`config.mk`:
```
export PLATFORM = sky130hd
export DESIGN_NAME = fbt_cell
export DESIGN_NICKNAME = d
export VERILOG_FILES = /design/src/design/fbt_pkg.sv /design/src/design/fbt_cell.sv
export SDC_FILE = /design/constraint.sdc
export NUM_CORES = 1
export LEC_CHECK = 0
export BUFFER_PORTS_ARGS = -buffer_cell sky130_fd_sc_hd__buf_2
export CORE_MARGIN = 1.5
export CORE_UTILIZATION = 25
export CTS_CLUSTER_SIZE = 25
export DETAILED_ROUTE_END_ITERATION = 10
export SYNTH_ARGS = -nofsm -noshare
export SYNTH_HDL_FRONTEND = slang
export SYNTH_SLANG_ARGS = --single-unit
```
`constraint.sdc`:
```
create_clock -name clock -period 5.35 [get_ports clock]
set_input_delay 1.07 -clock clock [delete_from_list [all_inputs] [get_ports clock]]
set_output_delay 1.07 -clock clock [all_outputs]
set_load 0.01 [all_outputs]
```
`src/design/fbt_pkg.sv`:
```
// Shared types and codes for the free block table fit core.
// No dependencies; used by fbt_cell and free_block_table_fit_core.
package fbt_pkg;

   localparam int POS_W = 10;

   localparam logic [1:0] CMD_INS_SIZE = 2'd0;
   localparam logic [1:0] CMD_INS_ADDR = 2'd1;
   localparam logic [1:0] CMD_BEST_FIT = 2'd2;
   localparam logic [1:0] CMD_SMALL_FIT = 2'd3;

   localparam logic [1:0] ST_OK = 2'd0;
   localparam logic [1:0] ST_MISS = 2'd1;
   localparam logic [1:0] ST_FULL = 2'd2;

   localparam logic [0:0] REG_MARGIN = 1'b0;
   localparam logic [0:0] REG_CEILING = 1'b1;

   // Search token that walks down the cell row.
   typedef struct packed {
      logic              have;
      logic              done;
      logic [31:0]       best;
      logic [POS_W-1:0]  pos;
      logic [31:0]       addr;
      logic [31:0]       size;
   } token_type;

   // Broadcast controls from the sequencer to every cell.
   typedef struct packed {
      logic [1:0]        cmd;
      logic [31:0]       addr;
      logic [31:0]       bsize;
      logic [31:0]       req;
      logic [16:0]       margin;
      logic              do_insert;
      logic              do_remove;
      logic [POS_W-1:0]  pos;
   } ctrl_type;

endpackage

```
`src/design/fbt_cell.sv`:
```
// One table entry with its stage of the search token pipeline.
// Depends on fbt_pkg.
module fbt_cell #(
   parameter int IDX = 0
) (
   input  logic               clock,
   input  logic               reset,
   input  fbt_pkg::ctrl_type  ctrl,
   input  fbt_pkg::token_type tok_prev,
   output fbt_pkg::token_type tok_out,
   input  logic               left_valid,
   input  logic [31:0]        left_addr,
   input  logic [31:0]        left_size,
   input  logic               right_valid,
   input  logic [31:0]        right_addr,
   input  logic [31:0]        right_size,
   output logic               valid,
   output logic [31:0]        addr,
   output logic [31:0]        size
);

   localparam logic [fbt_pkg::POS_W-1:0] MY_POS = fbt_pkg::POS_W'(IDX);

   logic               valid_ff, valid_in;
   logic [31:0]        addr_ff, addr_in, size_ff, size_in;
   fbt_pkg::token_type tok_ff, tok_in;
   logic [31:0]        surplus;

   assign surplus = size_ff - ctrl.req;

   always_comb begin
      tok_in = tok_prev;
      if (valid_ff && !tok_prev.done) begin
         unique case (ctrl.cmd)
            fbt_pkg::CMD_INS_SIZE: begin
               if (size_ff >= ctrl.bsize) begin
                  tok_in.have = 1'b1;
                  tok_in.done = 1'b1;
                  tok_in.pos = MY_POS;
               end
            end
            fbt_pkg::CMD_INS_ADDR: begin
               if (addr_ff > ctrl.addr) begin
                  tok_in.have = 1'b1;
                  tok_in.done = 1'b1;
                  tok_in.pos = MY_POS;
               end
            end
            fbt_pkg::CMD_BEST_FIT: begin
               if (size_ff >= ctrl.req) begin
                  if (surplus < {15'd0, ctrl.margin}) begin
                     tok_in.have = 1'b1;
                     tok_in.done = 1'b1;
                     tok_in.pos = MY_POS;
                     tok_in.addr = addr_ff;
                     tok_in.size = size_ff;
                  end else if (size_ff > tok_prev.best) begin
                     tok_in.have = 1'b1;
                     tok_in.best = size_ff;
                     tok_in.pos = MY_POS;
                     tok_in.addr = addr_ff;
                     tok_in.size = size_ff;
                  end
               end
            end
            default: begin
               if (size_ff >= ctrl.req && size_ff < tok_prev.best) begin
                  tok_in.have = 1'b1;
                  tok_in.best = size_ff;
                  tok_in.pos = MY_POS;
                  tok_in.addr = addr_ff;
                  tok_in.size = size_ff;
                  tok_in.done = (size_ff == ctrl.req);
               end
            end
         endcase
      end
   end

   // Insert opens a gap by pulling from the left; removal closes it from the right.
   always_comb begin
      valid_in = valid_ff;
      addr_in = addr_ff;
      size_in = size_ff;
      if (ctrl.do_insert) begin
         if (MY_POS > ctrl.pos) begin
            valid_in = left_valid;
            addr_in = left_addr;
            size_in = left_size;
         end else if (MY_POS == ctrl.pos) begin
            valid_in = 1'b1;
            addr_in = ctrl.addr;
            size_in = ctrl.bsize;
         end
      end else if (ctrl.do_remove) begin
         if (MY_POS >= ctrl.pos) begin
            valid_in = right_valid;
            addr_in = right_addr;
            size_in = right_size;
         end
      end
   end

   always_ff @(posedge clock) begin
      if (reset) begin
         valid_ff <= 1'b0;
      end else begin
         valid_ff <= valid_in;
      end
      addr_ff <= addr_in;
      size_ff <= size_in;
      tok_ff <= tok_in;
   end

   assign tok_out = tok_ff;
   assign valid = valid_ff;
   assign addr = addr_ff;
   assign size = size_ff;

endmodule

```
==> qor.csv, run 1 <==
stage,metric,value,unit
worst_setup_path,startpoint_type,primary input,
placed_design,pre_cts_slack,-0.302,ns
routing,dr.pass1.iters,7,
power_and_ir_drop,p_comb_share,19.0,%
global_routing,gr-usage-met1,21.2,%
timing,fmax,195,MHz
routing,drt.antenna.violating_nets,0,
finish,fin_cells,2313,
finish,utilization,34.4,%
power_and_ir_drop,p_leak,0.00765,uW
yosys,synth_fa_ha_area_share,15.8,%
power_and_ir_drop,p_sw_share,28.4,%
worst_setup_path,crit_chain,buf_2 -> ha_1 -> fa_1 -> nand2b_1 -> a211oi_1 -> buf_4 -> nor2_1 -> o21ai_0 -> xor2_1 -> ha_1 -> nand3_1 -> a21oi_1 -> o31ai_2 -> buf_4 -> o2111ai_1 -> a2111oi_4 -> nand4_4 -> nor3_4 -> o21ba_1 -> buf_12 -> mux2_1,
worst_setup_path,slowest_delay,0.41,ns
power_and_ir_drop,p_clk_share,37.0,%
status,status,completed,
cts,post_cts_buffers,0,
yosys,synth_mux_area_share,15.0,%
finish,final_common_cell,buf_2,
job,maxCapViolCount,0,
routing,wl_per_cell,19.7,um
global_routing,antenna_found_initial,12,
floorplanning,die_y,218,um
global_routing,gr-usage-all-layers,18.9,%
power_and_ir_drop,power.density,206,nW/um^2
min_path,holdPathStages,1,
global_routing,grt_pass1_wl,65.8,mm
cts,clock_path_buffers,2,
global_routing,met3_usage,5.68,%
timing,layout_min_cycle_time,5.12,ns
routing,first_iter_violations,481,
yosys,synth_edf_count,64,
placed_design,io_buffer_count,474,
cts,worstSkewPairLatency,0.50,ns
yosys,yosysWarnings,0,
routing,via_count,11000,
routing,drc,0,
global_routing,grt_pass1_vias,11400,
yosys,syn_nets,1676,
worst_setup_path,crit_family,compound AO/OA/AOI/OAI gates,
timing,worst_slack,0.230,ns
yosys,synthCells,1164,
worst_setup_path,end_kind,flop,
cts,cts_resized,0,
timing,setup_viol,0,
floorplanning,die-area,47500,um^2
finish,synthToLayoutAreaGrowth,35.4,%
timing,slew_headroom,34.3,%
routing,routed_wl,45.5,mm
yosys,yosysUniqueCellTypes,67,
cts,cts_sinks,173,
power_and_ir_drop,seqPwrFrac,44.0,%
yosys,async_flop_share,0,%
timing,hold_viol_final,0,
routing,avgViaCountPerCell,4.77,
timing,tightest_slew,0.985,ns
cts,htreeDepth,4,
floorplanning,die_x,218,um
yosys,ys.flop_type,dfxtp_1,
global_routing,grt_use_met2,33.3,%
yosys,synth-simple-area-share,9.75,%
placed_design,routabilityCongestion,0.888,
placed_design,dp_hpwl,38.0,mm
worst_setup_path,cpMaxStageDelayCell,a2111oi_4,
yosys,avgSynthCellArea,9.93,um^2
min_path,min-delay-path-class,reg2reg,
finish,mostFrequentLayoutCells,"buf_2 (474), inv_1 (154), ha_1 (144)",
finish,layout.nets,2206,
timing,skew,0.0211,ns
yosys,synth_compound_area_share,15.6,%
worst_setup_path,crit_cells,21,
worst_setup_path,ff2ff_path_depth,21,
power_and_ir_drop,internal-power,2310,uW
timing,rsz0062_at_grt,no,
yosys,synth_area,11600,um^2
worst_setup_path,worstPathRequired,5.72,ns
worst_setup_path,critical_path_buf_inv_count,4,
power_and_ir_drop,switching_power,917,uW
floorplanning,row_count,78,
cts,cts-root-buf,clkbuf_16,
yosys,ys_seq_area_share,35.5,%
timing,timing.final.crit_share,95.7,%
cts,cts_tree,yes,
floorplanning,core_area,45500,um^2
finish,drive_gt1_share,38.8,%
worst_setup_path,cp.arrival,5.49,ns
placed_design,placed_cells,2275,
worst_setup_path,critical_path_class,in2reg,
power_and_ir_drop,ir_worst_vdd,256,uV
cts,hold_buffers,0,
cts,cts.clk_slew.worst_paths,0.07,ns
yosys,ys_seq_elements,173,
cts,cts_buffers,17,
floorplanning,ios,540,
floorplanning,start_util,25.4,%
global_routing,busiest_layer,met2,
global_routing,grt_overflow,0,
timing,drv_slew,0,
timing,final.setup.tns,0,ns
yosys,synth_top_family_by_area,adder cells,
yosys,synth_xor_area_share,1.59,%
worst_setup_path,cp_max_fo,24,
global_routing,grt_max_degree,67,
[routing by layer]
layer	up-vias	part of all wire, %	routed length, um
met1	5234	39	17800
met2	405	51	23100
li1	5319	-	-
met4	10	2.7	1230
met3	71	7.1	3230
met5	-	0.15	66
[power groups by stage]
stage,registers (uW),clock network [uW],logic (uW)
5_1_grt,1420,1270,680
4_1_cts,1420,1240,615
3_5_place_dp,1450,0,610
3_3_place_gp,1450,0,597
2_1_floorplan,1470,0,304
6_report,1420,1190,612
[kinds of logic (layout without fill, tap and decap cells)]
family	Yosys count	count (layout)
AOI/OAI and AO/OA	266	266
xor gates and xnor gates	21	21
adders and majority gates	145	145
buffers and inverters	193	736
DFF	173	173
muxes	154	154
other	0	6
and+or+nand+nor	212	212
[flip-flops by register name (all words and copies together), names as in the netlist]
| name | cells |
|---|---|
| valid | 1 |
| addr | 32 |
| tok_out | 108 |
| size | 32 |
[synth_stat cells, types with 5 or more instances]
library cell,n,share of area [%]
o21ai_0,30,1.3
o2111ai_1,5,0.38
a21oi_1,68,2.9
a21boi_0,5,0.32
nor4_1,5,0.27
nor3_1,13,0.56
nand2b_1,9,0.49
buf_2,10,0.43
dfxtp_1,109,19
o21bai_1,7,0.45
o21ai_1,12,0.52
clkbuf_1,18,0.58
o21a_1,12,0.78
a221oi_1,10,0.76
nor2b_1,6,0.32
buf_4,6,0.39
inv_1,154,5.0
a211o_1,7,0.53
o31ai_1,13,0.84
nor2_1,43,1.4
mux2_2,64,6.2
a22oi_1,8,0.52
ha_1,144,16
xor2_1,9,0.68
and3_1,6,0.32
a211oi_1,12,0.78
nand2_1,46,1.5
o211ai_1,11,0.71
mux2_1,88,8.6
edfxtp_1,64,17
nand3_1,18,0.78
a21o_1,31,2.0
or3_1,7,0.38
xnor2_1,12,0.91
nand4_1,34,1.8
and2_1,12,0.65
a31oi_1,8,0.43
[cell type report]
class,count,area [um^2]
Antenna cell,6,15.0
Clock buffer,20,437
Clock inverter,12,88.8
Fill cell,4797,29800
Inverter,154,578
Multi-Input combinational cell,798,6700
Sequential cell,173,4100
Tap cell,600,751
Timing Repair Buffer,550,2970
[path summary, 6_finish.rpt]
path | startpoint | endpoint | slack, ns
max | ctrl[29] | tok_out[84] | 0.23
min | addr[21] | tok_out[53] | 0.54
max reg2reg | size[0] | tok_out[84] | 0.34
min reg2reg | addr[21] | tok_out[53] | 0.54
[metrics by stage]
stage	instance area [um^2]	power, uW	hold slack, ns
final	15600	3230	0.543
after global routing	15600	3380	0.568
after CTS	15600	3270	0.546
after detailed placement	15100	2060	0.527
after global placement	15100	2050	0.521
after floorplan	11600	1780	0.549
Power figures use the tool's default switching activity.
==> run 2: changes to the inputs <==
- ABC_AREA: not set -> 1
==> qor.csv, run 2 <==
stage,metric,value,unit,change
worst_setup_path,cpMaxStageDelayCell,edfxtp_1,,
yosys,ys_seq_elements,173,,unchanged
cts,cts_buffers,17,,unchanged
yosys,synthCells,2139,,+84%
finish,synthToLayoutAreaGrowth,27.8,%,
yosys,avgSynthCellArea,6.60,um^2,-34%
finish,fillers,6170,,+29%
floorplanning,core_area,55400,um^2,+22%
worst_setup_path,critical_path_class,reg2reg,,
cts,cts_tree,yes,,
power_and_ir_drop,p_clk_share,38.4,%,+1.4 points
timing,rsz0062_at_grt,no,,
cts,htreeDepth,4,,unchanged
timing,skew,0.0218,ns,+0.000716 ns
yosys,async_flop_share,0,%,unchanged
global_routing,gr-usage-all-layers,20.8,%,+1.9 points
power_and_ir_drop,ir_worst_vdd,249,uV,-2.8%
placed_design,io_buffer_count,474,,unchanged
cts,cts_sinks,173,,unchanged
floorplanning,row_count,86,,+10%
routing,avgViaCountPerCell,4.65,,-2.5%
yosys,synth_common_cells,"nand2_1 (517), inv_1 (326), a21oi_1 (255)",,
yosys,yosysMostFrequentCell,nand2_1,,
timing,slew_headroom,40.1,%,+5.8 points
power_and_ir_drop,seqPwrFrac,40.1,%,-3.9 points
worst_setup_path,crit_chain,inv_1 -> ha_1 -> fa_1 -> inv_1 -> nand2_1 -> nand3_1 -> nand2_1 -> nand2_2 -> xor2_1 -> ha_1 -> nand2_1 -> inv_1 -> nand3_1 -> inv_1 -> a21oi_1 -> a21boi_0 -> nor2_1 -> nand4_1 -> nand3_1 -> buf_4 -> nand3_1 -> buf_4 -> nand2_1 -> nand2_1,,
timing,drv_slew,0,,unchanged
yosys,ys_seq_area_share,29.1,%,-6.4 points
routing,wl_per_cell,18.2,um,-7.5%
yosys,yosysWarnings,0,,unchanged
power_and_ir_drop,power.density,197,nW/um^2,-4.6%
finish,mostFrequentLayoutCells,"nand2_1 (516), buf_2 (473), inv_1 (325)",,
worst_setup_path,crit_cells,24,,+14%
min_path,hp-start,valid,,
timing,timing.final.crit_share,84.1,%,-12 points
floorplanning,die_y,241,um,+10%
yosys,yosysUniqueCellTypes,51,,-24%
routing,routed_wl,61.0,mm,+34%
finish,layout.nets,3103,,+41%
routing,dr.pass1.iters,8,,+1
worst_setup_path,cp_common_cell,nand2_1,,
status,status,completed,,
routing,drt.antenna.violating_nets,0,,unchanged
cts,cts.clk_slew.worst_paths,0.08,ns,about the same
worst_setup_path,worstPathRequired,5.74,ns,+0.02 ns
cts,hold_buffers,0,,unchanged
worst_setup_path,critical_path.startpoint,size[0],,
worst_setup_path,cp.arrival,4.89,ns,-0.60 ns
cts,clock_path_buffers,2,,unchanged
finish,utilization,32.5,%,-1.9 points
worst_setup_path,slowest_delay,0.49,ns,+0.08 ns
yosys,synth_edf_count,64,,unchanged
global_routing,grt_max_degree,70,,+4.5%
floorplanning,start_util,25.5,%,+0.062 points
cts,worstSkewPairLatency,0.50,ns,about the same
yosys,ys_top_cells_by_area,"dfxtp_1 (15%), nand2_1 (14%), edfxtp_1 (14%), ha_1 (13%), a21oi_1 (9.0%)",,
min_path,holdPathStages,2,,+1
floorplanning,die_x,241,um,+10%
min_path,min-delay-path-class,reg2reg,,
worst_setup_path,rr_startpoint,size[0],,
placed_design,routabilityCongestion,0.929,,+4.6%
power_and_ir_drop,p_sw_share,32.9,%,+4.5 points
worst_setup_path,startpoint_type,flop,,
worst_setup_path,critical_path_buf_inv_count,6,,+2
worst_setup_path,crit_family,simple AND/OR/NAND/NOR gates,,
power_and_ir_drop,switching_power,1170,uW,+27%
global_routing,grt_pass1_vias,14400,,+26%
routing,first_iter_violations,1003,,+110%
floorplanning,ios,540,,unchanged
global_routing,grt_pass1_wl,88.6,mm,+35%
cts,post_cts_buffers,0,,unchanged
timing,final.setup.tns,0,ns,unchanged
power_and_ir_drop,internal-power,2380,uW,+3.0%
power_and_ir_drop,p_comb_share,21.5,%,+2.5 points
power_and_ir_drop,p_leak,0.00954,uW,+25%
timing,hold_viol_final,0,,unchanged
timing,layout_min_cycle_time,4.50,ns,-0.619 ns
worst_setup_path,cp_max_fo,13,,-46%
worst_setup_path,ff2ff_path_depth,24,,+14%
yosys,ys.flop_type,dfxtp_1,,
yosys,synth_top_cell_by_area,dfxtp_1,,
timing,setup_viol,0,,unchanged
finish,drive_gt1_share,22.7,%,-16 points
yosys,synth_top_cell_area_share,15.5,%,-3.4 points
yosys,synth_area,14100,um^2,+22%
finish,largest_reg_flops,108,,unchanged
timing,fmax,222,MHz,+14%
finish,final_common_cell,nand2_1,,
floorplanning,die-area,57900,um^2,+22%
cts,cts-root-buf,clkbuf_16,,
routing,via_count,15600,,+41%
global_routing,antenna_found_initial,9,,-3
placed_design,dp_hpwl,48.7,mm,+28%
worst_setup_path,end_kind,flop,,
job,maxCapViolCount,0,,unchanged
timing,tightest_slew,0.897,ns,-0.0882 ns
cts,cts_resized,0,,unchanged
global_routing,grt_overflow,0,,unchanged
yosys,syn_nets,2651,,+58%
routing,drc,0,,unchanged
[run 2: cell families (layout without fill, tap and decap cells)]
group,count (synthesis),count (layout),synth area share (%)
XOR/XNOR,15,15,0.931
buffers and inverters,421,886,11.6
AO/OA/AOI/OAI,466,466,18.3
adder cells (fa/ha/maj),145,145,12.9
flip-flops,173,173,29.1
other,0,4,0
AND/OR/NAND/NOR,917,917,27.0
multiplexers,2,2,0.160
[run 2: worst paths after layout]
check / end / slack, ns
max: tok_out[38] / 0.85
max reg2reg: tok_out[38] / 0.85
min: valid / 0.52
min reg2reg: valid / 0.52
[run 2: routing by layer]
metal  share of wire [%]  global-route usage [%]  routed length [um]  vias to the layer above
met1                  46                    28.1               28200                     7183
li1                    -                       -                   -                     7921
met5               0.077                       0                  47                        -
met3                 5.3                    3.71                3260                       58
met2                  47                    34.0               28400                      450
met4                 1.7                    5.32                1060                        8
[run 2: worst min-delay path: stages, from the launching register on]
cell     delay [ns]
dfxtp_1        0.35
nand2_1        0.07
a21oi_1        0.06
[run 2: power groups by stage]
stage | registers, uW | logic, uW | clock network (uW)
5_1_grt | 1430 | 867 | 1450
4_1_cts | 1420 | 766 | 1410
6_report | 1420 | 762 | 1360
3_3_place_gp | 1450 | 757 | 0
2_1_floorplan | 1480 | 417 | 0
3_5_place_dp | 1450 | 762 | 0
[run 2: layout make-up]
type,count,area (um^2),area share (%)
Inverter,340,1280,7.09
Clock inverter,15,195,1.08
Clock buffer,17,425,2.36
Timing Repair Buffer,514,2700,15.0
Sequential cell,173,4100,22.8
Multi-Input combinational cell,1545,8380,46.5
Antenna cell,4,10.0,0.0555
Tap cell,748,936,5.19
[run 2: stage by stage]
step                std cells  hold slack (ns)  total power (uW)  worst slack, ns  area [um^2]
floorplan                2139            0.493              1900             1.53        14100
detailed placement       3320            0.515              2220            0.411        17400
finish                   3356            0.516              3550            0.850        18000
CTS                      3352            0.528              3600            0.851        18000
global placement         3320            0.507              2210            0.475        17400
global route             3353            0.538              3740            0.524        18000
